--- config.mk ---
export PLATFORM = sky130hd
export DESIGN_NAME = ffha_ram
export DESIGN_NICKNAME = d
export VERILOG_FILES = /design/src/rtl/ffha_ram.sv
export SDC_FILE = /design/constraint.sdc
export NUM_CORES = 1
export LEC_CHECK = 0
export ABC_AREA = 1
export BUFFER_PORTS_ARGS = -buffer_cell sky130_fd_sc_hd__buf_2
export CAP_MARGIN = 10
export CELL_PAD_IN_SITES_DETAIL_PLACEMENT = 1
export CELL_PAD_IN_SITES_GLOBAL_PLACEMENT = 2
export CORE_MARGIN = 2
export CORE_UTILIZATION = 43
export CTS_BUF_LIST = sky130_fd_sc_hd__clkbuf_4 sky130_fd_sc_hd__clkbuf_8 sky130_fd_sc_hd__clkbuf_16
export CTS_CLUSTER_SIZE = 28
export DETAILED_ROUTE_END_ITERATION = 10
export PLACE_DENSITY_LB_ADDON = 0.08
export SKIP_CTS_REPAIR_TIMING = 1
export SYNTH_ARGS = -nofsm -noshare
export SYNTH_HDL_FRONTEND = slang
export SYNTH_SLANG_ARGS = --single-unit
--- constraint.sdc ---
create_clock -name clock -period 2.1 [get_ports clock]
set_input_delay 0.42 -clock clock [delete_from_list [all_inputs] [get_ports clock]]
set_output_delay 0.42 -clock clock [all_outputs]
set_load 0.02 [all_outputs]
--- src/rtl/ffha_ram.sv ---
// generic simple dual-port ram with registered read
module ffha_ram #(
   parameter int WIDTH = 8,
   parameter int DEPTH = 16
) (
   input  logic                     clock,
   input  logic                     wr_en,
   input  logic [$clog2(DEPTH)-1:0] wr_addr,
   input  logic [WIDTH-1:0]         wr_data,
   input  logic [$clog2(DEPTH)-1:0] rd_addr,
   output logic [WIDTH-1:0]         rd_data
);

   logic [WIDTH-1:0] mem_ff [DEPTH];
   logic [WIDTH-1:0] rd_data_ff;

   always_ff @(posedge clock) begin
      if (wr_en) begin
         mem_ff[wr_addr] <= wr_data;
      end
      rd_data_ff <= mem_ff[rd_addr];
   end

   assign rd_data = rd_data_ff;

endmodule

**Word-level counts from Yosys, hierarchy flattened**

Memory sizes are Yosys's and may differ from the RTL's. A register that Yosys moved wholly into a read port is not among the register bits.
Index checks and enable logic that the tools add are counted.

- Register bits after elaboration: 0
- Latch bits: 0
- Bits in writable memories: 128
- Bits in read-only memories: 0
- Bits of input ports: 18
- Output and inout port bits: 8
- Logic and storage cells: 3
- Memories kept: 1

Memories:

| memory | depth | width | read ports | clocked after memory_dff | wr ports | line | text |
|---|---|---|---|---|---|---|---|
| mem_ff | 16 | 8 | 1 | 1 | 1 | 14 | `logic [WIDTH-1:0] mem_ff [DEPTH];` |

- $add $sub $neg: 0
- $mul: 0
- Div/mod/pow operators: 0
- Order comparisons: 0
- Equality and inequality tests: 0
- Shifts and indexed selects: 0
- Multiplexer cells: 2
- Bitwise logic cells: 0
- Reduce and logical (&&, ||, !) cells: 0

Operator list:

| cell | number |
|---|---|
| $mux 1 | 2 |

**Depth between registers and ports, before layout**

- Word-level depth: 2
- Depth in mapped cells: 8
- Gate-level depth less buffers: 7

**Least setup slack after synthesis**

No wires, ideal clock.

- Kind: input to register
- From: input wr_addr[2]
- To: memory mem_ff[10][0], enable pin
- Setup time: 370 ps
- Data arrival time: 1001 ps
- Required time: 1730 ps
- Slack: 729 ps
- Stages on the path: 2
- Buffers on the path: 0
- Cells stage by stage: nand3b_1 nor2_1

RTL lines:

| what | line | text |
|---|---|---|
| from (decl) | 8 | `input logic [$clog2(DEPTH)-1:0] wr_addr,` |
| to (decl) | 14 |  |

No word-level cell before the write port.

**Worst setup path after layout**

- From: register rd_data_ff[4], in the netlist rd_data[4] (read register of mem_ff)
- To: output rd_data[4]

RTL lines:

| what | line | text |
|---|---|---|
| from (decl) | 15 | `logic [WIDTH-1:0] rd_data_ff;` |
| to (decl) | 11 | `output logic [WIDTH-1:0] rd_data` |

No word-level cell between the ends.

==> results_dict.tcl <==
set metrics [dict create \
    outcome "completed" \
    first_global_vias 3992 \
    clock_tree.buffer_depth 2 \
    final_util_pct 50.8 \
    post_synth.cell_area_avg_um2 10.5 \
    drt_iter0_markers 221 \
    place.gp.congestion 0.760 \
    critical_path_buf_inv_count 1 \
    cts_max_level 4 \
    core_area_um2 13200 \
    pwr_density_cell_nw_per_um2 931 \
    worstHoldPathType "in -> reg" \
    worst-setup-path-type "reg -> out" \
    fmaxAchievable_ghz 0.725 \
    ir_drop_v 0.000491 \
    insertion_delay_ns 0.42 \
    largest_area_contributor_in_the_synthesized_netlist "sky130_fd_sc_hd__edfxtp_1" \
    layout_commonest_cell "sky130_fd_sc_hd__nand2_1" \
    cts_tree "done" \
    p_leak_nw 2.93 \
    synth.top_cell.area_share_pct 66.7 \
    tritoncts.num_buffers 17 \
    timing.max_cap.violations 0 \
    detail_route.first_pass.iterations 4 \
    crit_path_max_incr_delay_ns 0.35 \
    final_layout_size_suffix_gt1_share_pct 13.0 \
    max_slew.worst_pin.slew_ns 0.643 \
    r2r_setup_slack_ns 1.04 \
    synth-compound-area-share_pct 0 \
    drc_errors 0 \
    finalMaxSlewViolations 0 \
    fin_worst_skew_ns 0.00511 \
    multi_input_comb_area_um2 1210 \
    clk_pin_slew_worst_paths_ns 0.05 \
    wire_length_of_the_first_global_routing_pass_um 22900 \
    finalCritPeriodShare_pct 65.7 \
    crit_slowest_cell "sky130_fd_sc_hd__dfxtp_1" \
    layout_common_cells "sky130_fd_sc_hd__nand2_1, sky130_fd_sc_hd__edfxtp_1, sky130_fd_sc_hd__inv_1" \
    postPlaceCellArea_um2 6150 \
    numPortBuffers 25 \
    syn_inst 551 \
    yosysSeqAreaShare_pct 69.4 \
    final_hold_viol_count 0 \
    row_cnt 42 \
    worst_r2r_startpoint "mem_ff[10][1]" \
    ioPinCount 26 \
    initial_utilization_pct 43.7 \
    startpoint_type "flop" \
    setup_viol 0 \
    yosys.area_share.simple_pct 21.0 \
    grt.overflow.total 0 \
    required_ns 1.68 \
    routedWlPerCell_um 18.7 \
    vias_per_cell 4.86 \
    synthMuxAreaShare_pct 0 \
    nets 613 \
    synth_fp_nets 569 \
    adder_cell_area_share_of_the_yosys_netlist_pct 0 \
    flow.area_growth_from_synthesis_pct 16.2 \
    cp-end-kind "primary output" \
    vias 3808 \
    dp_hpwl_um 9410 \
    post-route-min-period_ns 1.38 \
    crit_chain "buf_2" \
    yosysWarningCount 0 \
    post_route_ant_nets 0 \
    cts.root.buffer_cell "sky130_fd_sc_hd__clkbuf_16" \
    combinational_family_with_the_most_area_after_synthesis "simple AND/OR/NAND/NOR gates" \
    yosys.area_share.xor_xnor_pct 0 \
    grtUsageTotal_pct 22.4 \
    r2r_cells 6 \
    synth.area.top_cells "sky130_fd_sc_hd__edfxtp_1, sky130_fd_sc_hd__nand2_1, sky130_fd_sc_hd__nand3_1" \
    flip_flop_and_latch_count_after_synthesis 136 \
    worst_hold_path_cells 3 \
    crit_arrival_ns 0.96 \
    nFillCells 1488 \
    detail_route.wirelength_um 14600 \
    critical_path.top_delay_family "flip-flops" \
    unrepaired_setup_endpoints_after_global_routing "false" \
    post_synth_num_cell_types 12 \
    regArea_um2 4000 \
    antennaDiodeCount 0 \
    cp_max_fo 1 \
    grt_max_degree 65 \
    cts.sinks 136 \
    die_area_um2 14400 \
    slew-limit-headroom_pct 57.1 \
    finish.instance_area_um2 6700 \
    netlist_area_um2 5770 \
    setup-tns-final_ns 0 \
    die_width_um 120 \
    number_of_antenna_violations_at_the_first_check_in_global_routing 1 \
    fp.dieH_um 120 \
    worst_hold_startpoint "rd_addr[3]" \
    r2r_end "rd_data[1]" \
    min_to "rd_data[2]" \
]
==> metal layers <==
layer  global-route usage [%]  wire, µm  up-vias
met4                     7.79       193        0
met5                        0         0        -
met2                     37.6      7470       75
met3                     4.47       650       22
met1                     29.1      6330     1848
li1                         -         -     1863
==> area by class of cell <==
class | instances | share of cell area [%]
sequential | 136 | 59.8
multi-input combinational | 289 | 18.1
clock buffer | 25 | 7.43
inverter | 102 | 5.71
timing repair buffer | 49 | 4.93
tap | 176 | 3.29
clock inverter | 6 | 0.766
==> power breakdown <==
group	leakage (nW)	switching, mW	internal (mW)
clock network	0.278	1.03	1.74
logic	1.43	0.291	0.114
registers	1.22	0.0196	3.04
==> through the flow <==
step	setup slack [ns]	hold WS (ns)	power, mW	cells
2_1_floorplan	0.729	0.519	3.34	551
3_3_place_gp	0.366	0.641	3.52	752
3_5_place_dp	0.354	0.663	3.52	752
4_1_cts	0.694	0.357	6.29	783
5_1_grt	0.683	0.371	6.45	783
6_report	0.720	0.375	6.24	783
==> state kept, by name, summed over array words and instances (netlist names) <==
signal and cells:
mem_ff 128, rd_data 8
==> worst max path at each step <==
stage          startpoint            end  slack (ns)  cells after the start
6_report       rd_data[4]     rd_data[4]        0.72                      1
5_1_grt        rd_data[4]     rd_data[4]        0.68                      1
4_1_cts        rd_data[4]     rd_data[4]        0.69                      1
3_5_place_dp   rd_addr[0]     rd_data[1]        0.35                      8
3_3_place_gp   rd_addr[0]     rd_data[4]        0.37                      8
2_1_floorplan  wr_addr[2]  mem_ff[10][0]        0.73                      2
==> logic make-up (layout without fill, tap and decap cells) <==
kind of cell | Yosys count | after routing
and+or+nand+nor | 289 | 289
buffers and inverters | 126 | 182
DFF | 136 | 136
==> synth_stat cells <==
cell type	instances
sky130_fd_sc_hd__nor2_1	17
sky130_fd_sc_hd__buf_6	6
sky130_fd_sc_hd__nand3b_1	2
sky130_fd_sc_hd__buf_4	4
sky130_fd_sc_hd__dfxtp_1	8
sky130_fd_sc_hd__nand3_1	97
sky130_fd_sc_hd__buf_1	1
sky130_fd_sc_hd__edfxtp_1	128
sky130_fd_sc_hd__inv_2	2
sky130_fd_sc_hd__nand2_1	173
sky130_fd_sc_hd__inv_1	100
sky130_fd_sc_hd__buf_2	13
No activity file was read; power rests on OpenSTA's default activity.
